`config.mk`:
```
export PLATFORM = sky130hd
export DESIGN_NAME = mvsm_ram
export DESIGN_NICKNAME = d
export VERILOG_FILES = /design/src/rtl/multi_voice_sample_mixer_core_assert.svh /design/src/rtl/mvsm_ram.sv
export SDC_FILE = /design/constraint.sdc
export NUM_CORES = 2
export LEC_CHECK = 0
export BUFFER_PORTS_ARGS = -buffer_cell sky130_fd_sc_hd__buf_2
export CAP_MARGIN = 20
export CORE_ASPECT_RATIO = 0.5
export CORE_MARGIN = 4
export CORE_UTILIZATION = 35
export CTS_BUF_LIST = sky130_fd_sc_hd__clkbuf_2 sky130_fd_sc_hd__clkbuf_4 sky130_fd_sc_hd__clkbuf_8
export CTS_CLUSTER_SIZE = 14
export DETAILED_ROUTE_END_ITERATION = 10
export MAX_ROUTING_LAYER = met4
export SLEW_MARGIN = 5
export SYNTH_ARGS = -nofsm -noshare
export SYNTH_HDL_FRONTEND = slang
export SYNTH_SLANG_ARGS = --single-unit
```
`constraint.sdc`:
```
create_clock -name clk -period 2.8 [get_ports clk]
set_clock_uncertainty 0.2 [all_clocks]
set_input_delay 0.14 -clock clk [delete_from_list [all_inputs] [get_ports clk]]
set_output_delay 0.14 -clock clk [all_outputs]
set_load 0.01 [all_outputs]
```
`src/rtl/multi_voice_sample_mixer_core_assert.svh`:
```
// Assertion macros used by the mixer top-level RTL file.
// Depends on nothing; simulation builds get the checks, synthesis gets empty bodies.
`ifndef MULTI_VOICE_SAMPLE_MIXER_CORE_ASSERT_SVH
`define MULTI_VOICE_SAMPLE_MIXER_CORE_ASSERT_SVH
`ifndef SYNTHESIS
`define MVSM_ASSERT_IMP(lbl, clk, rst_n, ante, cons) \
	lbl: assert property (@(posedge clk) disable iff (!rst_n) (ante) |-> (cons)) \
		else $error("mixer assertion failed");
`define MVSM_ASSERT_NXT(lbl, clk, rst_n, ante, cons) \
	lbl: assert property (@(posedge clk) disable iff (!rst_n) (ante) |=> (cons)) \
		else $error("mixer assertion failed");
`else
`define MVSM_ASSERT_IMP(lbl, clk, rst_n, ante, cons)
`define MVSM_ASSERT_NXT(lbl, clk, rst_n, ante, cons)
`endif
`endif

```
`src/rtl/mvsm_ram.sv`:
```
// Generic single-port-write, single-port-read RAM with registered read data.
// Depends on nothing.
module mvsm_ram #(
	parameter int WIDTH = 16,
	parameter int DEPTH = 256
) (
	input  logic                                     clk,
	input  logic                                     we,
	input  logic [((DEPTH > 1) ? $clog2(DEPTH) : 1)-1:0] waddr,
	input  logic [WIDTH-1:0]                         wdata,
	input  logic [((DEPTH > 1) ? $clog2(DEPTH) : 1)-1:0] raddr,
	output logic [WIDTH-1:0]                         rdata
);

	logic [WIDTH-1:0] mem [DEPTH];

	always_ff @(posedge clk) begin
		if (we) begin
			mem[waddr] <= wdata;
		end
		rdata <= mem[raddr];
	end

endmodule

```
Word level (Yosys, flattened, before mapping)
Memories as Yosys holds them, arrays and structs flattened. A register that Yosys moved wholly into a read port is not among the register bits.
Index checks and enable logic that the tools add are counted.
- memories kept: 1
- word-level logic and storage cells: 3
- bits in registers: 0
- bits in writable memories: 4096
- memory list (memory ; depth ; bits a word ; read ports ; clocked after Yosys merged registers in ; write ports ; line ; text):
    mem ; 256 ; 16 ; 1 ; 1 ; 1 ; mvsm_ram.sv:15 ; logic [WIDTH-1:0] mem [DEPTH];
- muxes and demuxes: 2
- operators by type and width (kind ; number):
    1-bit 2-to-1 mux ; 2

Depth between registers and ports, before layout
- word-level depth: 2
- gate-level depth with buffers: 12
- gate-level depth less buffers: 6

Worst setup path after synthesis
No wires, ideal clock.
- path kind: input port to flip-flop
- start point: input port waddr[3] (netlist name)
- end point: memory mem[235][0], enable pin
- setup time: 388 ps
- buffers on the path: 3
- arrival: 1917 ps
- stages: 6
- slack: 295 ps
- cells stage by stage: clkbuf_1 > nor2b_1 > clkbuf_1 > nand4_1 > clkbuf_1 > nor2_1
- RTL lines (item ; line ; text):
    from (decl) ; mvsm_ram.sv:9 ; input logic [((DEPTH > 1) ? $clog2(DEPTH) : 1)-1:0] waddr,
    to (decl) ; mvsm_ram.sv:15 ;
Straight into the memory's write port.

==> impl_results.md <==
* Die ar. at about 460000 um^2
* Worst r2r src: mem[169][1]$_DFFE_PP_
* Worst skew pair latency at approximately 1.1 ns
* Fin crit period at about 2.8 ns
* Crit Path Class: in -> reg
* Fraction of registers with async set or reset after synthesis at 0%
* Top-area cell type share of the netlist area at between 70% and 80%
* Mux contribution to synthesized area at ~15%
* DRC violations left at 0
* Synth-to-Final Area Change at 18.22%
* ANT nets after route at 0
* Final WL at about 440000 um
* Final hold viol count at 0
* Critical path startpoint: raddr[4]
* Die Span X at 960.3 um
* Tcrit/Tclk final at ~100%
* Largest family of logic cells by synthesized area: multiplexers
* CP cell instances: dlygate4sd3_1 -> buf_6 -> inv_6 -> nand2_1 -> buf_12 -> o31ai_1 -> o32ai_1 -> nor4_1
* Simple-gate share of the synthesized area at 1.574%
* Setup Viol. Count Final at 0
* Reg2Reg Setup Slack at approximately 0.030 ns
* Router iterations before antenna repair at 6
* First-pass GRT wire length at about 630000 um
* Main synth FF type: edfxtp_1
* Wirelength per Cell at 29.33 um
* Seq cells post-synth at between 4000 and 5000
* Hold crit path type: in -> reg
* Status: finished, final reports clean
* HPWL after DPL at 274500 um
* # Post-CTS Setup Buffers at 0
* Syn avg cell area at 21.56 um^2
* Number of synthesized flops with an enable pin at 4096
* Crit path max-delay family: buffers and inverters
* Number of stages on the worst setup path at 8
* Top cell type by total area after synthesis: edfxtp_1
* Cell Pwr Density at roughly 660 nW/um^2
* WP buf/inv at 4
* Slowest-stage cell, CP: o31ai_1
* Unrepaired setup endpoints after global routing: yes
* Max Cap Viol at 0
* Worst setup endpoint: rdata[1]$_DFF_P_
* Setup TNS Final at 0 ns
* Yosys warns at 0
* Final core utilization at around two fifths
* Register-to-Register Path Depth at 6
* Top cells by area, synth: edfxtp_1 (77%), mux4_2 (11%), mux2i_1 (3.6%), o221ai_1 (1.4%), nor2_1 (0.72%)
* Worst path max stage delay at between 1 and 1.5 ns
* CTS Buffer Depth at 4
* H-tree levels at 6
* Syn Inst Count at between 7000 and 8000
* Max VDD drop at 0.3595 mV
* Fraction of layout cells with a size suffix above 1 at roughly 34%
* Post-Synth XOR/XNOR Area at 0%
* CTS Buf Count at roughly 620
* Crit path launch type: primary input
* Largest net degree at the start of global routing at 120
* Vias in the first global route at about 83000
* Overflow after GRT at 0
* Gpl congestion at 0.8881
* Reg2reg end: rdata[1]$_DFF_P_
* Sink Count at approximately 4100
* Die Y at 484.2 um
* TritonCTS clock tree: done
* Synth Area in Compound Gates at under 10%
* Net Count, Synth at between 7000 and 8000
* Mapped cell area at 158700 um^2
* Nets@finish at a little under 9000
* CTS root buf: clkbuf_8
* Synth unique cells at 52
* Final Slew Violations at 0
* Fmax at roughly 0.36 GHz
* Crit-path max FO at 28
* Worst Max-Slew Pin Slew at ~1.3 ns
* Design Power at ~120 mW
* Initial antenna violation count at 34
* Rel. slew slack at 11.59%
* Crit end category: flop
* Sequential element share of the synthesized area at between 70% and 80%
* Core ar. at 450400 um^2
* # IOs at 50
* Port bufs at a little under 50
* Clock transition at path regs at about 0.06 ns
* Detailed Route Iter0 Violations at about 11000
* Post-Synth Adder-Cell Area at 0%
* Worst path arrival time at around 3.6 ns
* CP required at 3.55 ns
* Leakage at slightly above 60 nW
* Vias at 83200
* Overall routing resource usage at a little under a fifth
* Rows at approximately 170
* Starting density of the core at a little over a third
* Via density per instance at 5.490
stage by stage:
step	hold slack (ns)	setup WS (ns)	cell area, um^2	std cells
global placement	0.3008	-1.261	175000	13990
detailed placement	0.2990	-1.187	175000	13990
floorplan	0.03887	0.2950	158700	7360
finish	0.1203	0.001473	187600	15150
global route	0.07737	-0.03692	187600	15140
CTS	0.01277	-0.02198	187500	15140
cell families after synthesis:
kind of cell | Yosys count
DFF | 4112
buffers and inverters | 456
muxes | 1450
AOI/OAI and AO/OA | 786
and+or+nand+nor | 556
worst register-to-register path, stage by stage, from the launching register on:
cell and delay [ns]:
edfxtp_1 0.32, mux2i_1 0.07, o221ai_1 0.32, a21oi_1 0.13
o31ai_1 1.07, o32ai_1 0.22, nor4_1 0.31
cell usage after synthesis, types with 20 or more instances:
| master | count |
|---|---|
| a22oi_1 | 43 |
| buf_1 | 27 |
| mux2_2 | 88 |
| a221oi_1 | 28 |
| buf_6 | 77 |
| edfxtp_1 | 4096 |
| o21ai_0 | 37 |
| mux4_2 | 797 |
| nand4_1 | 26 |
| buf_4 | 26 |
| a22o_1 | 32 |
| nor3_1 | 92 |
| nand3_1 | 35 |
| buf_2 | 76 |
| o22ai_1 | 148 |
| o32ai_1 | 20 |
| mux2i_1 | 565 |
| o221ai_1 | 252 |
| nor2_1 | 304 |
| a21oi_1 | 175 |
| nand2_1 | 38 |
| clkbuf_1 | 230 |
report_power, final:
group,internal (mW),leakage (nW),switching [mW]
Clock,24.4,6.08,23.0
Sequential,67.8,36.9,0.109
Combinational,2.96,17.4,4.61
cells in the final DEF (no fill, tap or decap), types with 41 or more instances in the layout:
cell type      count
edfxtp_1        4096
mux2_2            88
mux4_2           797
nor2_1           197
clkinv_1         147
clkbuf_8         646
nor2_2           106
dlygate4sd3_1     59
o22ai_1          148
clkbuf_4         205
o221ai_1         252
a22oi_1           41
buf_4            827
mux2i_1          565
a21oi_1          175
nor3_1            90
buf_12           229
routing by layer:
metal / GRT usage (%) / routed length [um] / vias to the layer above
met3: 4.237 / 43570 / 706
met1: 26.25 / 182700 / 44280
li1: - / - / 34080
met4: 5.721 / 13390 / 0
met2: 28.73 / 204700 / 4133
met5: - / 0 / -
flip-flops by register name, summed over array words and instances, names as in the netlist:
register / cells
mem: 4096
rdata: 16
how the worst min path moves through the flow:
stage | slack, ns | from | depth (start not counted) | endpoint
CTS | 0.01 | wdata[0] | 2 | mem[45][0]$_DFFE_PP_
detailed placement | 0.30 | wdata[6] | 1 | mem[90][6]$_DFFE_PP_
floorplan | 0.04 | wdata[0] | 0 | mem[0][0]$_DFFE_PP_
global placement | 0.30 | wdata[6] | 1 | mem[91][6]$_DFFE_PP_
finish | 0.12 | wdata[0] | 2 | mem[37][0]$_DFFE_PP_
global route | 0.08 | wdata[0] | 2 | mem[45][0]$_DFFE_PP_
what timing repair did:
item,4_1_cts,5_1_grt
endpoints found under the setup margin,6,5
endpoints found under the hold margin,8059,0
hold buffers,72,0
pin swaps,4,4
resized for setup,12,8
layout make-up:
cell class,instances,area (um^2)
Inverter,4,27.53
Clock buffer,849,10410
Multi-Input combinational cell,2792,33170
Clock inverter,226,1182
Sequential cell,4112,123300
Fill cell,38990,262800
Tap cell,5984,7487
Antenna cell,17,42.54
Timing Repair Buffer,1170,11990
Note: power is estimated with default switching activity, not from simulation.
