`src/rtl/multi_voice_sample_mixer_core_assert.svh`:
```
// Assertion macros used by the mixer top-level RTL file.
// Depends on nothing; simulation builds get the checks, synthesis gets empty bodies.
`ifndef MULTI_VOICE_SAMPLE_MIXER_CORE_ASSERT_SVH
`define MULTI_VOICE_SAMPLE_MIXER_CORE_ASSERT_SVH
`ifndef SYNTHESIS
`define MVSM_ASSERT_IMP(lbl, clk, rst_n, ante, cons) \
	lbl: assert property (@(posedge clk) disable iff (!rst_n) (ante) |-> (cons)) \
		else $error("mixer assertion failed");
`define MVSM_ASSERT_NXT(lbl, clk, rst_n, ante, cons) \
	lbl: assert property (@(posedge clk) disable iff (!rst_n) (ante) |=> (cons)) \
		else $error("mixer assertion failed");
`else
`define MVSM_ASSERT_IMP(lbl, clk, rst_n, ante, cons)
`define MVSM_ASSERT_NXT(lbl, clk, rst_n, ante, cons)
`endif
`endif

```
`src/rtl/mvsm_pkg.sv`:
```
// Package for the multi-voice sample mixer: widths, codes and shared types.
// Depends on nothing.
package mvsm_pkg;

	localparam int NUM_VOICES_DEF       = 30;
	localparam int SAMPLE_ADDR_BITS_DEF = 16;

	localparam int SAMPLE_W = 16;
	localparam int LEN_W    = 17;
	localparam int TIB_W    = 16;

	localparam logic [TIB_W-1:0] BLOCK_LENGTH_RST = 16'd512;

	localparam logic signed [SAMPLE_W-1:0] SAMPLE_MAX = 16'sh7FFF;
	localparam logic signed [SAMPLE_W-1:0] SAMPLE_MIN = 16'sh8000;

	localparam logic [1:0] KIND_LOAD  = 2'd0;
	localparam logic [1:0] KIND_QUEUE = 2'd1;
	localparam logic [1:0] KIND_TICK  = 2'd2;

	localparam logic [1:0] STAT_OK       = 2'd0;
	localparam logic [1:0] STAT_FULL     = 2'd1;
	localparam logic [1:0] STAT_ZERO_LEN = 2'd2;

	typedef struct packed {
		logic clear;
		logic add;
	} acc_ctrl_t;

endpackage

```
`src/rtl/mvsm_mix_acc.sv`:
```
// Shared saturating add unit and mix accumulator.
// Depends on mvsm_pkg.
module mvsm_mix_acc
	import mvsm_pkg::*;
(
	input  logic                       clk,
	input  logic                       arst_n,
	input  acc_ctrl_t                  ctrl,
	input  logic signed [SAMPLE_W-1:0] sample,
	output logic signed [SAMPLE_W-1:0] acc
);

	logic signed [SAMPLE_W-1:0] acc_q;
	logic signed [SAMPLE_W:0]   sum;
	logic signed [SAMPLE_W-1:0] sat;

	always_comb begin
		sum = $signed({acc_q[SAMPLE_W-1], acc_q}) + $signed({sample[SAMPLE_W-1], sample});
		if (sum[SAMPLE_W] != sum[SAMPLE_W-1]) begin
			sat = sum[SAMPLE_W] ? SAMPLE_MIN : SAMPLE_MAX;
		end else begin
			sat = sum[SAMPLE_W-1:0];
		end
	end

	always_ff @(posedge clk or negedge arst_n) begin
		if (!arst_n) begin
			acc_q <= '0;
		end else if (ctrl.clear) begin
			acc_q <= '0;
		end else if (ctrl.add) begin
			acc_q <= sat;
		end
	end

	assign acc = acc_q;

endmodule

```
`config.mk`:
```
export PLATFORM = sky130hd
export DESIGN_NAME = mvsm_mix_acc
export DESIGN_NICKNAME = d
export VERILOG_FILES = /design/src/rtl/multi_voice_sample_mixer_core_assert.svh /design/src/rtl/mvsm_pkg.sv /design/src/rtl/mvsm_mix_acc.sv
export SDC_FILE = /design/constraint.sdc
export NUM_CORES = 1
export LEC_CHECK = 0
export ABC_AREA = 1
export BUFFER_PORTS_ARGS = -buffer_cell sky130_fd_sc_hd__buf_2
export CAP_MARGIN = 20
export CORE_AREA = 2 2 59 61
export DETAILED_ROUTE_END_ITERATION = 12
export DIE_AREA = 0 0 61 63
export PLACE_DENSITY = 0.79
export SYNTH_ARGS = -nofsm -noshare
export SYNTH_HDL_FRONTEND = slang
export SYNTH_SLANG_ARGS = --single-unit
```
`constraint.sdc`:
```
create_clock -name clk -period 2.45 [get_ports clk]
set_clock_uncertainty 0.2 [all_clocks]
set_input_delay 0.1225 -clock clk [delete_from_list [all_inputs] [get_ports clk]]
set_output_delay 0.1225 -clock clk [all_outputs]
set_load 0.01 [all_outputs]
```
# ---- Yosys cells after proc, flatten, opt, wreduce, memory -nomap -nowiden
# Index checks and enable logic that the tools add are counted.
dict set report classes {
  addsub 1
  n_eq_ne 1
  mux 4
  n_reduce_logical 1
}
# cell count
set op_table {}
lappend op_table {{$mux W16} 4}
lappend op_table {{$add A16 B16 Y17} 1}
lappend op_table {{$reduce_bool A2 Y1} 1}
lappend op_table {{$ne A1 B1 Y1} 1}
dict set report totals {
  regBits 16
  in_bits 20
  wordCells 8
}

# ---- Longest topological paths before layout
dict set report depth {
  ltp_word 5
  ltp_mapped 15
}

# ---- Least setup slack after synthesis
# OpenSTA, ideal clock, no wires.
dict set report synth_path {
  kind {reg2reg}
  startpoint {reg acc_q[0], in the netlist acc[0]}
  endpoint {reg acc_q[0], in the netlist acc[0]}
  setup_time_ns 0.066
  t_arrival_ns 2.004
  required_ns 2.184
  path_slack_ns 0.181
  stages_incl_launch_ff 15
  synth_period_minus_slack_ns 2.269
  path_cell_list {dfrtp_1 ha_1 fa_1 nand2_1 nand2_1 nand3_1 nand2_2 nand2_2 nand2_1 nand2_1 nand2_2 a21oi_4 buf_6 nand2_1 nand2_1}
}
dict set report synth_via {
  elab_chain_cells 5
}
# element line
set synth_rtl {}
lappend synth_rtl {{start, declared} mvsm_mix_acc.sv:13} ;# logic signed [SAMPLE_W-1:0] acc_q;
lappend synth_rtl {{start signal, assigned} mvsm_mix_acc.sv:32} ;# acc_q <= sat;
lappend synth_rtl {{$add A16 B16 Y17 (*)} mvsm_mix_acc.sv:18} ;# sum = $signed({acc_q[SAMPLE_W-1], acc_q}) + $signed({sample[SAMPLE_W-1], sample});
lappend synth_rtl {{$mux W16 / $ne A1 B1 Y1 (equally long branches)} {mvsm_mix_acc.sv:20, mvsm_mix_acc.sv:19}}
lappend synth_rtl {{$mux W16 (*)} mvsm_mix_acc.sv:19} ;# if (sum[SAMPLE_W] != sum[SAMPLE_W-1]) begin
lappend synth_rtl {{$mux W16 (*)} mvsm_mix_acc.sv:31} ;# end else if (ctrl.add) begin
lappend synth_rtl {{$mux W16 (*)} mvsm_mix_acc.sv:29} ;# end else if (ctrl.clear) begin
# Mark *: on every way between the ends. The rest lies on a longest branch, timed or not. The select of a mux whose other input is x is not followed.
# A chain may end at the register's enable or synchronous reset.

# ---- Worst setup path after layout
dict set report layout_path {
  startpoint {reg acc_q[0], in the netlist acc[0]}
  endpoint {reg acc_q[14], in the netlist acc[14]}
}
# The elaborated chain is that of the path after synthesis.

==> out/qor.json <==
{
  "num_antenna_cells": 0,
  "syn_avg_cell_area_um2": 6.577,
  "first_global_vias": 1603,
  "slew_violations": 0,
  "layout-drive-gt1-share_pct": 25.00,
  "holdCritPathClass": "in -> reg",
  "reg2reg_setup_slack_ns": 0.10,
  "worstPathRequired_ns": 2.49,
  "yosysWarnings": 0,
  "grt.total_usage_pct": 23.37,
  "route.detailed.drc": 0,
  "worst_setup_path_start_kind": "register",
  "syn_area_mm2": 0.001717,
  "gr-usage-met3_pct": 2.484,
  "max_freq_mhz": 425.8,
  "num_rows": 21,
  "reg2regPathDepth": 14,
  "grt-busiest-layer": "met2",
  "clk_path_buf_depth": 2,
  "outcome": "complete, no violations",
  "start_util_pct": 53.12,
  "hold_end": "acc[7]",
  "total_routed_wirelength_um": 4269,
  "timing.final.hold_violations": 0,
  "cts_root_buffer": "clkbuf_4",
  "floorplan_die_height_um": 63,
  "drt_pre_antenna_iters": 5,
  "wl_per_cell_um": 12.20,
  "fp.coreArea_mm2": 0.003232,
  "clock_slew_seen_by_the_registers_of_the_worst_setup_and_hold_paths_ns": 0.11,
  "number_of_antenna_violations_at_the_first_check_in_global_routing": 0,
  "synth_top_area_share_pct": 24.27,
  "cts_buffers": 3,
  "grt_pass1_wl_um": 6927,
  "synth_cell_type_count": 26,
  "largest_reg_flops": 16,
  "timing.critical_path.fanout_max": 8,
  "met2_usage_pct": 40.05,
  "fin_hold_ws_ns": 0.05761,
  "cp.arrival_ns": 2.39,
  "p_leak_nw": 1.208,
  "fin_crit_ns": 2.348,
  "synth_seq_area_share_pct": 23.32,
  "final_report_setup_violation_count": 0,
  "post_synth_inst_count": 261,
  "dp_cells": 342,
  "power_density_mw_per_mm2": 1223,
  "final_cells": 350,
  "finalCritPeriodShare_pct": 95.85,
  "finalSetupTns_ns": 0,
  "yosys_register_bits": 16,
  "pre_cts_ws_ns": -0.01013,
  "die_w_um": 61,
  "timing.hold.worst_path_depth": 5,
  "maximum_level_of_the_cts_h_tree": 1,
  "grt_overflow_total": 0,
  "clock_sinks": 16,
  "port-buffer-count": 35,
  "total_via_count_in_the_routed_design": 1807,
  "drtAntennaViolNets": 0,
  "synth.net_count": 298,
  "timing.max_slew.rel_slack_pct": 72.97,
  "first_iter_violations": 76,
  "met1_usage_pct": 30.35,
  "final.setup.worst_slack_ns": 0.1016,
  "hold_start": "ctrl[0]",
  "area_growth_syn_to_layout_pct": 20.41,
  "worstReg2RegEnd": "acc[14]",
  "num_io_pins": 36,
  "grt_setup_unrepaired": "true",
  "vias_per_cell": 5.163,
  "finish.net_count": 342,
  "maxCapViolations": 0,
  "ys_top_cells_by_area": "nand2_1 (24%), dfrtp_1 (23%), ha_1 (12%), nand3_1 (7.0%), inv_1 (5.5%)",
  "design.die.area_mm2": 0.003843,
  "endpoint_kind": "register",
  "synth_top_cell_by_area": "nand2_1",
  "hpwl_um": 3154,
  "tightest_slew_ns": 0.4054,
  "critical_path.reg2reg.startpoint": "acc[0]",
  "gp_congestion": 0.8883,
  "clkLatencyLatePin_ns": 0.30,
  "final_common_cell": "nand2_1",
  "cts_tree": "done",
  "grt_start_max_net_pins": 18,
  "mostFrequentLayoutCells": "nand2_1 (108), buf_2 (35), inv_1 (25), nand3_1 (24)",
  "ir_drop_mv": 0.5363,
  "worst_setup_path_class": "reg -> reg"
}
==> where the power goes <==
group / total, mW / leakage [nW] / switching [mW] / internal, mW
clock network: 0.189 / 0.0210 / 0.0981 / 0.0907
registers: 0.457 / 0.206 / 0.0861 / 0.371
logic: 1.88 / 0.982 / 1.15 / 0.729
==> logic make-up (layout without fill, tap and decap cells) <==
| logic type | Yosys count | in the layout | share of synthesized area, % |
|---|---|---|---|
| flip-flops | 16 | 16 | 23.32 |
| XOR/XNOR | 10 | 10 | 5.102 |
| buffers and inverters | 33 | 75 | 8.527 |
| adder cells (fa/ha/maj) | 17 | 17 | 12.83 |
| AND/OR/NAND/NOR | 171 | 172 | 44.10 |
| AO/OA/AOI/OAI | 14 | 14 | 6.122 |
==> area by class of cell <==
cell class,count,area [um2]
Tap cell,46,57.56
Multi-Input combinational cell,213,1224
Clock buffer,4,36.28
Fill cell,326,1165
Timing Repair Buffer,42,240.2
Sequential cell,16,400.4
Inverter,29,108.9
==> worst max-delay path by stage <==
| stage | start | endpoint | slack [ns] |
|---|---|---|---|
| global placement | acc[0] | acc[12] | 0.10 |
| finish | acc[0] | acc[14] | 0.10 |
| detailed placement | acc[0] | acc[6] | -0.01 |
| CTS | acc[0] | acc[14] | 0.04 |
| floorplan | acc[0] | acc[0] | 0.18 |
| global route | acc[0] | acc[14] | -0.01 |
==> synth_stat cells, drive strengths merged <==
library cell	instances
dfrtp	16
nor3	3
or2	1
nand3	25
xnor2	8
and2	1
o21ai	1
nand3b	4
inv	29
ha	16
buf	3
nand2	124
o21bai	2
fa	1
clkbuf	1
nor2	12
xor2	2
nand4	1
a21oi	11
==> metal layers <==
metal	vias up	wire [um]	share of wire (%)
li1	916	-	-
met1	823	1853	43
met2	59	2119	50
met3	9	238	5.6
met4	0	57	1.3
met5	-	0	0
==> stage by stage <==
stage / instance area [um2] / power [mW] / util, %
final: 2067 / 2.528 / 63.96
after global routing: 2067 / 2.797 / 63.96
after CTS: 2003 / 2.373 / 61.98
after detailed placement: 1942 / 2.164 / 60.09
after global placement: 1942 / 2.127 / 60.09
after floorplan: 1717 / 1.806 / -
==> critical path: stages (launching register included) <==
cell and delay, ns:
dfrtp_1 0.41, ha_1 0.23, fa_2 0.36, nand2_1 0.07
nand2_1 0.08, nand3_1 0.11, nand2_2 0.07, nand2_2 0.07
nand2_1 0.08, nand2_2 0.10, nand2_4 0.08, a21oi_4 0.15
buf_6 0.15, nand2_1 0.06, nand2_1 0.06
==> repair_timing <==
action	CTS	global route
pin swaps	0	1
hold buffers	2	0
buffers inserted	0	1
cloned	0	1
hold endpoints to repair	17	0
gates resized for setup	1	11
endpoints found under the setup margin	9	15
Note: power is estimated with default switching activity, not from simulation.
